File: src/hw/rtl/tket_pkg.sv
// Package: types, codes and calendar checks of the appointment table.
`default_nettype none
package tket_pkg;

   localparam int TKET_DEPTH = 64;
   localparam logic [6:0] MAX_ENTRIES_RESET = 7'd64;

   localparam logic [2:0] CMD_INSERT    = 3'd0;
   localparam logic [2:0] CMD_COUNT     = 3'd1;
   localparam logic [2:0] CMD_EARLIEST  = 3'd2;
   localparam logic [2:0] CMD_DEL_EARLY = 3'd3;
   localparam logic [2:0] CMD_DEL_PAT   = 3'd4;

   localparam logic [2:0] STAT_OK    = 3'd0;
   localparam logic [2:0] STAT_DATE  = 3'd1;
   localparam logic [2:0] STAT_TIME  = 3'd2;
   localparam logic [2:0] STAT_FULL  = 3'd3;
   localparam logic [2:0] STAT_EMPTY = 3'd4;

   localparam logic [13:0] YEAR_MAX   = 14'd9999;
   localparam logic [4:0]  HOUR_MAX   = 5'd23;
   localparam logic [5:0]  MINUTE_MAX = 6'd59;
   localparam logic [14:0] RECIP25    = 15'd20972;

   localparam logic [4:0] MONTH_DAYS [16] = '{
      5'd0, 5'd31, 5'd28, 5'd31, 5'd30, 5'd31, 5'd30, 5'd31,
      5'd31, 5'd30, 5'd31, 5'd30, 5'd31, 5'd0, 5'd0, 5'd0};

   typedef struct packed {
      logic [2:0]  command;
      logic [15:0] patient_id;
      logic [4:0]  day;
      logic [3:0]  month;
      logic [13:0] year;
      logic [4:0]  hour;
      logic [5:0]  minute;
   } req_type;

   typedef struct packed {
      logic [2:0]  status;
      logic [6:0]  match_count;
      logic [6:0]  entry_count;
      logic [15:0] found_patient;
      logic [4:0]  found_day;
      logic [3:0]  found_month;
      logic [13:0] found_year;
      logic [4:0]  found_hour;
      logic [5:0]  found_minute;
   } rsp_type;

   typedef struct packed {
      logic [15:0] patient;
      logic [4:0]  day;
      logic [3:0]  month;
      logic [13:0] year;
      logic [4:0]  hour;
      logic [5:0]  minute;
   } entry_type;

   typedef enum logic [1:0] {
      ROUTE_DONE,
      ROUTE_SCAN,
      ROUTE_PACK
   } route_type;

   typedef enum logic [2:0] {
      ST_IDLE,
      ST_SCAN_RD,
      ST_SCAN_EV,
      ST_PACK_RD,
      ST_PACK_EV,
      ST_DONE,
      ST_RESP
   } state_type;

   typedef struct packed {
      logic latch;
      logic scan_eval;
      logic pack_start;
      logic pack_eval;
      logic finish;
   } ctl_type;

   typedef struct packed {
      route_type route;
      logic      at_end;
      logic      pack_next;
   } sts_type;

   function automatic logic date_ok(logic [4:0] d, logic [3:0] m, logic [13:0] y);
      logic [28:0] prod;
      logic        div25;
      logic        leap;
      logic [4:0]  lim;
      prod  = 29'(y) * 29'(RECIP25);
      div25 = prod[18:0] < 19'(RECIP25);
      leap  = (y[1:0] == 2'd0) && (!div25 || (y[3:0] == 4'd0));
      lim   = (m == 4'd2 && leap) ? 5'd29 : MONTH_DAYS[m];
      return (y != 14'd0) && (y <= YEAR_MAX) && (d != 5'd0) && (d <= lim);
   endfunction

   function automatic logic [33:0] order_key(entry_type e);
      return {e.year, e.month, e.day, e.hour, e.minute};
   endfunction

endpackage
`default_nettype wire

File: src/hw/rtl/timestamp_keyed_entry_table.sv
// Top level: fixed-capacity appointment table with valid/ready channels.
//
// Usage: present a command on req_* (valid/ready); one response per
// command returns on rsp_* (valid/ready). csr_wr_en writes max_entries,
// the capacity in use; it is to be written only while the block is idle,
// which the block itself does not enforce. Reset sets it to 64.
// Commands are taken one at a time: req_ready is high only in idle.
// Insert, an unknown command and a rejected command need no pass over the
// table; count on date and earliest take one scan pass, delete patient one
// compaction pass, and delete earliest two passes, a scan pass and then a
// compaction pass. Every pass reads the entry store through its one
// registered read port, with a read state and an evaluate state per entry.
// Reset empties the table at once (count cleared) and returns to idle.
// A stalled receiver holds the response; the next command waits for it.
`default_nettype none
module timestamp_keyed_entry_table import tket_pkg::*; #(
   parameter int DEPTH = TKET_DEPTH
) (
   input  wire logic       clock,
   input  wire logic       reset,
   input  wire logic       req_valid,
   output logic            req_ready,
   input  wire req_type    req_data,
   output logic            rsp_valid,
   input  wire logic       rsp_ready,
   output rsp_type         rsp_data,
   input  wire logic       csr_wr_en,
   input  wire logic [6:0] csr_wr_data
);
   ctl_type ctl;
   sts_type sts;

   tket_ctrl u_ctrl (
      .clock     (clock),
      .reset     (reset),
      .req_valid (req_valid),
      .req_ready (req_ready),
      .rsp_valid (rsp_valid),
      .rsp_ready (rsp_ready),
      .sts       (sts),
      .ctl       (ctl)
   );

   tket_datapath #(.DEPTH(DEPTH)) u_datapath (
      .clock       (clock),
      .reset       (reset),
      .req_data    (req_data),
      .rsp_data    (rsp_data),
      .csr_wr_en   (csr_wr_en),
      .csr_wr_data (csr_wr_data),
      .ctl         (ctl),
      .sts         (sts)
   );

   a_one_at_a_time: assert property (@(posedge clock) disable iff (reset)
      rsp_valid |-> !req_ready) else $error("command taken while response pending");

   a_empty_count: assert property (@(posedge clock) disable iff (reset)
      (rsp_valid && rsp_data.status == STAT_EMPTY) |-> (rsp_data.entry_count == 7'd0))
      else $error("empty status with stored entries");

   a_reject_no_match: assert property (@(posedge clock) disable iff (reset)
      (rsp_valid && rsp_data.status != STAT_OK) |-> (rsp_data.match_count == 7'd0))
      else $error("match count on rejected command");

   a_accept_to_rsp: assert property (@(posedge clock) disable iff (reset)
      (req_valid && req_ready) |=> !rsp_valid) else $error("response too early");
endmodule
`default_nettype wire

File: src/hw/rtl/tket_ram.sv
// Generic single-write, single-read RAM with registered read data.
`default_nettype none
module tket_ram #(
   parameter int WIDTH = 8,
   parameter int DEPTH = 16,
   localparam int AW = (DEPTH > 1) ? $clog2(DEPTH) : 1
) (
   input  wire logic             clock,
   input  wire logic             wr_en,
   input  wire logic [AW-1:0]    wr_addr,
   input  wire logic [WIDTH-1:0] wr_data,
   input  wire logic [AW-1:0]    rd_addr,
   output logic      [WIDTH-1:0] rd_data
);
   logic [WIDTH-1:0] mem [DEPTH];

   always_ff @(posedge clock) begin
      if (wr_en) begin
         mem[wr_addr] <= wr_data;
      end
      rd_data <= mem[rd_addr];
   end
endmodule
`default_nettype wire

File: src/hw/rtl/tket_ctrl.sv
// Controller: sequences insert, scan and compaction passes over the table.
`default_nettype none
module tket_ctrl import tket_pkg::*; (
   input  wire logic    clock,
   input  wire logic    reset,
   input  wire logic    req_valid,
   output logic         req_ready,
   output logic         rsp_valid,
   input  wire logic    rsp_ready,
   input  wire sts_type sts,
   output ctl_type      ctl
);
   state_type state_ff, state_in;

   always_ff @(posedge clock) begin
      if (reset) begin
         state_ff <= ST_IDLE;
      end else begin
         state_ff <= state_in;
      end
   end

   always_comb begin
      state_in  = state_ff;
      ctl       = '0;
      req_ready = 1'b0;
      rsp_valid = 1'b0;
      unique case (state_ff)
         ST_IDLE: begin
            req_ready = 1'b1;
            if (req_valid) begin
               ctl.latch = 1'b1;
               unique case (sts.route)
                  ROUTE_SCAN: state_in = ST_SCAN_RD;
                  ROUTE_PACK: state_in = ST_PACK_RD;
                  default:    state_in = ST_DONE;
               endcase
            end
         end
         ST_SCAN_RD: begin
            if (sts.at_end) begin
               if (sts.pack_next) begin
                  ctl.pack_start = 1'b1;
                  state_in = ST_PACK_RD;
               end else begin
                  state_in = ST_DONE;
               end
            end else begin
               state_in = ST_SCAN_EV;
            end
         end
         ST_SCAN_EV: begin
            ctl.scan_eval = 1'b1;
            state_in = ST_SCAN_RD;
         end
         ST_PACK_RD: begin
            state_in = sts.at_end ? ST_DONE : ST_PACK_EV;
         end
         ST_PACK_EV: begin
            ctl.pack_eval = 1'b1;
            state_in = ST_PACK_RD;
         end
         ST_DONE: begin
            ctl.finish = 1'b1;
            state_in = ST_RESP;
         end
         ST_RESP: begin
            rsp_valid = 1'b1;
            if (rsp_ready) begin
               state_in = ST_IDLE;
            end
         end
         default: state_in = ST_IDLE;
      endcase
   end
endmodule
`default_nettype wire

File: src/hw/rtl/tket_datapath.sv
// Datapath: entry store, scan indexes, counters and response register.
`default_nettype none
module tket_datapath import tket_pkg::*; #(
   parameter int DEPTH = TKET_DEPTH
) (
   input  wire logic       clock,
   input  wire logic       reset,
   input  wire req_type    req_data,
   output rsp_type         rsp_data,
   input  wire logic       csr_wr_en,
   input  wire logic [6:0] csr_wr_data,
   input  wire ctl_type    ctl,
   output sts_type         sts
);
   localparam int CW = $clog2(DEPTH + 1);
   localparam int AW = (DEPTH > 1) ? $clog2(DEPTH) : 1;
   localparam int EW = (CW > 7) ? CW : 7;
   localparam logic [CW-1:0] DEPTH_C = CW'(DEPTH);

   logic [6:0]    max_ff;
   logic [CW-1:0] count_ff, count_in;
   logic [CW-1:0] r_ff, r_in;
   logic [CW-1:0] w_ff, w_in;
   logic [CW-1:0] best_ff, best_in;
   logic [CW-1:0] k_ff, k_in;
   logic [2:0]    status_ff, status_in;
   req_type       req_ff, req_in;
   entry_type     best_ent_ff, best_ent_in;
   rsp_type       rsp_ff, rsp_in;

   entry_type     rd_ent, new_ent, wr_ent;
   logic          wr_en;
   logic [AW-1:0] wr_addr;
   logic          full, date_good, time_good, skip;

   tket_ram #(.WIDTH($bits(entry_type)), .DEPTH(DEPTH)) u_store (
      .clock   (clock),
      .wr_en   (wr_en),
      .wr_addr (wr_addr),
      .wr_data (wr_ent),
      .rd_addr (r_ff[AW-1:0]),
      .rd_data (rd_ent)
   );

   assign new_ent = '{patient: req_data.patient_id, day: req_data.day,
                      month: req_data.month, year: req_data.year,
                      hour: req_data.hour, minute: req_data.minute};
   assign full      = (EW'(count_ff) >= EW'(max_ff)) || (count_ff == DEPTH_C);
   assign date_good = date_ok(req_data.day, req_data.month, req_data.year);
   assign time_good = (req_data.hour <= HOUR_MAX) && (req_data.minute <= MINUTE_MAX);
   assign skip = ((req_ff.command == CMD_DEL_PAT) && (rd_ent.patient == req_ff.patient_id))
              || ((req_ff.command == CMD_DEL_EARLY) && (r_ff == best_ff));

   always_comb begin
      sts.at_end    = (r_ff == count_ff);
      sts.pack_next = (req_ff.command == CMD_DEL_EARLY);
      case (req_data.command) inside
         CMD_COUNT:                  sts.route = date_good ? ROUTE_SCAN : ROUTE_DONE;
         CMD_EARLIEST, CMD_DEL_EARLY: sts.route = (count_ff != '0) ? ROUTE_SCAN : ROUTE_DONE;
         CMD_DEL_PAT:                sts.route = ROUTE_PACK;
         default:                    sts.route = ROUTE_DONE;
      endcase
   end

   always_comb begin
      count_in    = count_ff;
      r_in        = r_ff;
      w_in        = w_ff;
      best_in     = best_ff;
      k_in        = k_ff;
      status_in   = status_ff;
      req_in      = req_ff;
      best_ent_in = best_ent_ff;
      rsp_in      = rsp_ff;
      wr_en       = 1'b0;
      wr_addr     = w_ff[AW-1:0];
      wr_ent      = rd_ent;
      if (ctl.latch) begin
         req_in    = req_data;
         r_in      = '0;
         w_in      = '0;
         k_in      = '0;
         status_in = STAT_OK;
         case (req_data.command) inside
            CMD_INSERT: begin
               if (full) begin
                  status_in = STAT_FULL;
               end else if (!date_good) begin
                  status_in = STAT_DATE;
               end else if (!time_good) begin
                  status_in = STAT_TIME;
               end else begin
                  wr_en    = 1'b1;
                  wr_addr  = count_ff[AW-1:0];
                  wr_ent   = new_ent;
                  count_in = count_ff + 1'b1;
               end
            end
            CMD_COUNT: if (!date_good) status_in = STAT_DATE;
            CMD_EARLIEST, CMD_DEL_EARLY: if (count_ff == '0) status_in = STAT_EMPTY;
            default: status_in = STAT_OK;
         endcase
      end
      if (ctl.scan_eval) begin
         r_in = r_ff + 1'b1;
         if (req_ff.command == CMD_COUNT) begin
            if (rd_ent.day == req_ff.day && rd_ent.month == req_ff.month
                && rd_ent.year == req_ff.year) begin
               k_in = k_ff + 1'b1;
            end
         end else if (r_ff == '0 || order_key(rd_ent) < order_key(best_ent_ff)) begin
            best_in     = r_ff;
            best_ent_in = rd_ent;
         end
      end
      if (ctl.pack_start) begin
         r_in = '0;
         w_in = '0;
      end
      if (ctl.pack_eval) begin
         r_in = r_ff + 1'b1;
         if (skip) begin
            if (req_ff.command == CMD_DEL_PAT) k_in = k_ff + 1'b1;
         end else begin
            wr_en = 1'b1;
            w_in  = w_ff + 1'b1;
         end
      end
      if (ctl.finish) begin
         if (req_ff.command == CMD_DEL_EARLY || req_ff.command == CMD_DEL_PAT) begin
            count_in = w_ff;
         end
         rsp_in             = '0;
         rsp_in.status      = status_ff;
         rsp_in.entry_count = 7'(count_in);
         if (req_ff.command == CMD_COUNT || req_ff.command == CMD_DEL_PAT) begin
            rsp_in.match_count = 7'(k_ff);
         end
         if ((req_ff.command == CMD_EARLIEST || req_ff.command == CMD_DEL_EARLY)
             && status_ff == STAT_OK) begin
            rsp_in.found_patient = best_ent_ff.patient;
            rsp_in.found_day     = best_ent_ff.day;
            rsp_in.found_month   = best_ent_ff.month;
            rsp_in.found_year    = best_ent_ff.year;
            rsp_in.found_hour    = best_ent_ff.hour;
            rsp_in.found_minute  = best_ent_ff.minute;
         end
      end
   end

   always_ff @(posedge clock) begin
      if (reset) begin
         max_ff   <= MAX_ENTRIES_RESET;
         count_ff <= '0;
      end else begin
         if (csr_wr_en) max_ff <= csr_wr_data;
         count_ff <= count_in;
      end
      r_ff        <= r_in;
      w_ff        <= w_in;
      best_ff     <= best_in;
      k_ff        <= k_in;
      status_ff   <= status_in;
      req_ff      <= req_in;
      best_ent_ff <= best_ent_in;
      rsp_ff      <= rsp_in;
   end

   assign rsp_data = rsp_ff;
endmodule
`default_nettype wire
File: config.mk
export PLATFORM = sky130hd
export DESIGN_NAME = timestamp_keyed_entry_table
export DESIGN_NICKNAME = d
export VERILOG_FILES = /design/src/hw/rtl/tket_pkg.sv /design/src/hw/rtl/timestamp_keyed_entry_table.sv /design/src/hw/rtl/tket_ram.sv /design/src/hw/rtl/tket_ctrl.sv /design/src/hw/rtl/tket_datapath.sv
export SDC_FILE = /design/constraint.sdc
export NUM_CORES = 2
export LEC_CHECK = 0
export BUFFER_PORTS_ARGS = -buffer_cell sky130_fd_sc_hd__buf_2
export CELL_PAD_IN_SITES_DETAIL_PLACEMENT = 0
export CELL_PAD_IN_SITES_GLOBAL_PLACEMENT = 1
export CORE_MARGIN = 5
export CORE_UTILIZATION = 45
export DETAILED_ROUTE_END_ITERATION = 6
export PLACE_DENSITY_LB_ADDON = 0.1
export SYNTH_ARGS = -nofsm -noshare
export SYNTH_HDL_FRONTEND = slang
export SYNTH_SLANG_ARGS = --single-unit
File: constraint.sdc
create_clock -name clock -period 40.4 [get_ports clock]
set_input_delay 6.06 -clock clock [delete_from_list [all_inputs] [get_ports clock]]
set_output_delay 6.06 -clock clock [all_outputs]
set_load 0.02 [all_outputs]
==> flow_metrics.tcl <==
set metrics [dict create \
    status "completed" \
    die_h_um 558 \
    insertion_delay_ns 0.95 \
    p_per_area_mw_per_mm2 72.3 \
    fin_crit_sh_pct 34.7 \
    layout_commonest_cell "edfxtp_1" \
    period_needed_ns 14.01 \
    critPathArrivalTime_ns 14.54 \
    start_kind "input port" \
    max_stage_delay_ns 0.65 \
    vias 64485 \
    avgSynthCellArea_um2 23.2 \
    die_w_um 558 \
    grtUsageTotal_pct 24.7 \
    cpMaxStageDelayCell "mux2_2" \
    clock.fmax_mhz 71.4 \
    grt_pass1_wl_mm 535 \
    slew_violations 0 \
    antenna_found_initial 61 \
    drc 0 \
    layout_common_cells "3376 x edfxtp_1, 1050 x mux4_2, 373 x clkbuf_16, 212 x buf_4, 167 x inv_1" \
    cts_setup_buffers 0 \
    rsz0062_at_grt "no" \
    hold_class "reg -> reg" \
    portBuffers 133 \
    finalWeightedCongestion 0.809 \
    finalHoldViolCount 0 \
    power_mw 11.1 \
    start_util_pct 45.1 \
    clk_pin_slew_ns 0.06 \
    pwr-share-comb_pct 28.8 \
    io_pins 134 \
    final_util_pct 51.3 \
    die_area_mm2 0.312 \
    yosysSeqAreaShare_pct 76.1 \
    rrSetupSlack_ns 33.48 \
    leakagePower_nw 48.7 \
    nFillCells 23488 \
    crit_end "u_datapath.u_store.mem[15][36]" \
    synth_ff_type "edfxtp_1" \
    relSlewSlack_pct 14.8 \
    postCtsResizedCells 0 \
    root_buffer "clkbuf_16" \
    ff2ff_path_depth 9 \
    cp.required_ns 40.94 \
    drt-total-wl_mm 386 \
    synthesis.nets 6067 \
    syn_to_final_growth_pct 13.7 \
    syn-instance-count 5830 \
    yosys.area_share.xor_xnor_pct 0.550 \
    synth-edff-count 3376 \
    clkPwrFrac_pct 29.6 \
    ys_types 62 \
    routedWlPerCell_um 36.7 \
    rows 201 \
    dp_hpwl_mm 229 \
    finalNetCount 6494 \
    worstMarginPinSlew_ns 1.27 \
    r2r-start "u_datapath.r_ff[0]" \
    setup_tns_ns 0 \
    synth_adder_area_share_pct 1.86 \
    critPathLaunch "req_data[14]" \
    grt_max_degree 91 \
    skew_ns 0.0823 \
    grt_overflow_total 0 \
    drive_gt1_share_pct 30.9 \
    syn_area_mm2 0.135 \
    ys_async_sr_fraction_pct 0 \
    ant_nets 0 \
    max-cap-violations 0 \
    vias_per_cell 6.13 \
    worstPathMaxFanout 24 \
    cts_max_path_buffers 4 \
    worstSetupPathType "in -> reg" \
    clock_sinks 3457 \
    ctsHoldBuffers 0 \
    cts_buffers 366 \
    synth_mux_area_share_pct 17.8 \
    synth-simple-area-share_pct 1.62 \
    ir_drop_mv 0.0453 \
    coreArea_mm2 0.300 \
    tritoncts "built" \
    power.internal_mw 7.61 \
    switching_share_pct 31.5 \
    drt_iter0_markers 7953 \
    synth_compound_area_share_pct 0.693 \
    switchingPower_mw 3.50 \
    synth_seq_cells 3457 \
    setup_viol 0 \
    yosysWarnings 0 \
    p_seq_share_pct 41.6 \
    htreeDepth 5 \
    r2r-end "u_datapath.u_store.rd_data[14]" \
    drt_pass1_iterations 5 \
    grt_pass1_vias 64346 \
    synth_top_family_by_area "multiplexers" \
    endpoint_kind "flop" \
]
[sequential cells by signal (all words and copies together) (netlist names), 7 cells and up]
register	count
u_datapath.rsp_data	67
u_datapath.best_ent_ff	50
u_datapath.k_ff	7
u_datapath.max_ff	7
u_datapath.req_ff	42
u_datapath.w_ff	7
u_datapath.u_store.mem	3200
u_datapath.u_store.rd_data	50
u_datapath.count_ff	7
u_datapath.r_ff	7
u_datapath.best_ff	7
[how the worst min path moves through the flow]
stage / to / cells past startpoint / slack (ns) / startpoint
2_1_floorplan: u_datapath.best_ff[5] / 0 / 0.42 / u_datapath.r_ff[5]
3_3_place_gp: u_datapath.best_ent_ff[3] / 0 / 0.46 / u_datapath.u_store.rd_data[3]
3_5_place_dp: u_datapath.rsp_data[65] / 0 / 0.47 / u_datapath.status_ff[1]
4_1_cts: u_datapath.best_ent_ff[3] / 0 / 0.48 / u_datapath.u_store.rd_data[3]
5_1_grt: u_datapath.rsp_data[66] / 0 / 0.50 / u_datapath.status_ff[2]
6_report: u_datapath.rsp_data[64] / 0 / 0.48 / u_datapath.status_ff[0]
[synth_stat cells, types with 10 or more instances]
master	instances	share of area [%]
a21o_1	19	0.11
a21oi_1	30	0.11
and2_1	10	0.046
and3_1	61	0.28
buf_1	47	0.13
buf_2	88	0.33
clkbuf_1	147	0.41
dfxtp_1	81	1.2
edfxtp_1	3376	75
fa_1	48	0.71
ha_1	124	1.1
inv_1	168	0.47
mux2_2	19	0.16
mux2i_1	13	0.096
mux4_2	1050	17
nand2_1	126	0.35
nand3_1	26	0.096
nand4_1	23	0.11
nor2_1	54	0.15
nor3_1	20	0.074
nor4_1	60	0.28
o21ai_0	41	0.15
o31ai_1	10	0.055
xnor2_1	44	0.28
xor2_1	41	0.27
[cells by family (layout without fill, tap and decap cells)]
family | count (synthesis) | after routing
adder cells (fa/ha/maj) | 172 | 172
buffers and inverters | 460 | 1182
XOR/XNOR | 85 | 85
multiplexers | 1087 | 1087
flip-flops | 3457 | 3457
AND/OR/NAND/NOR | 424 | 424
AO/OA/AOI/OAI | 145 | 145
other | 0 | 15
[routing by layer]
layer | vias up | part of all wire [%] | track usage [%]
met3 | 471 | 8.4 | 4.85
met1 | 35666 | 42 | 36.3
li1 | 25561 | - | -
met2 | 2775 | 48 | 38.9
met5 | - | 0.021 | 0
met4 | 12 | 2.3 | 5.33
[critical path, delay by kind of cell]
kind / cells / cell delay, ns
XOR/XNOR: 1 / 0.14
buffers and inverters: 7 / 1.74
adder cells (fa/ha/maj): 7 / 2.42
multiplexers: 1 / 0.65
AND/OR/NAND/NOR: 4 / 1.23
AO/OA/AOI/OAI: 10 / 2.22
[layout make-up]
class,instances,area (um2),area share [%]
Sequential cell,3457,103000,67.0
Clock inverter,184,1880,1.22
Clock buffer,479,9820,6.38
Antenna cell,15,37.5,0.0244
Multi-Input combinational cell,1913,31100,20.2
Tap cell,3958,4950,3.22
Inverter,168,631,0.410
Timing Repair Buffer,351,2380,1.55
[stage by stage]
step,setup WS [ns],instances,hold WS [ns],cell area (um2)
final,26.39,10525,0.480,154000
after global routing,26.04,10512,0.495,154000
after CTS,26.33,10510,0.479,154000
after detailed placement,25.35,9847,0.465,142000
after global placement,25.42,9847,0.459,142000
after floorplan,23.32,5830,0.421,135000
[power by group through the flow]
stage,Clock (mW),Combinational (mW),Sequential [mW]
floorplan,0,1.90,4.68
global placement,0,3.24,4.70
detailed placement,0,3.25,4.70
CTS,3.36,3.26,4.62
global route,3.50,3.39,4.63
finish,3.29,3.20,4.62
Power figures use the tool's default switching activity.
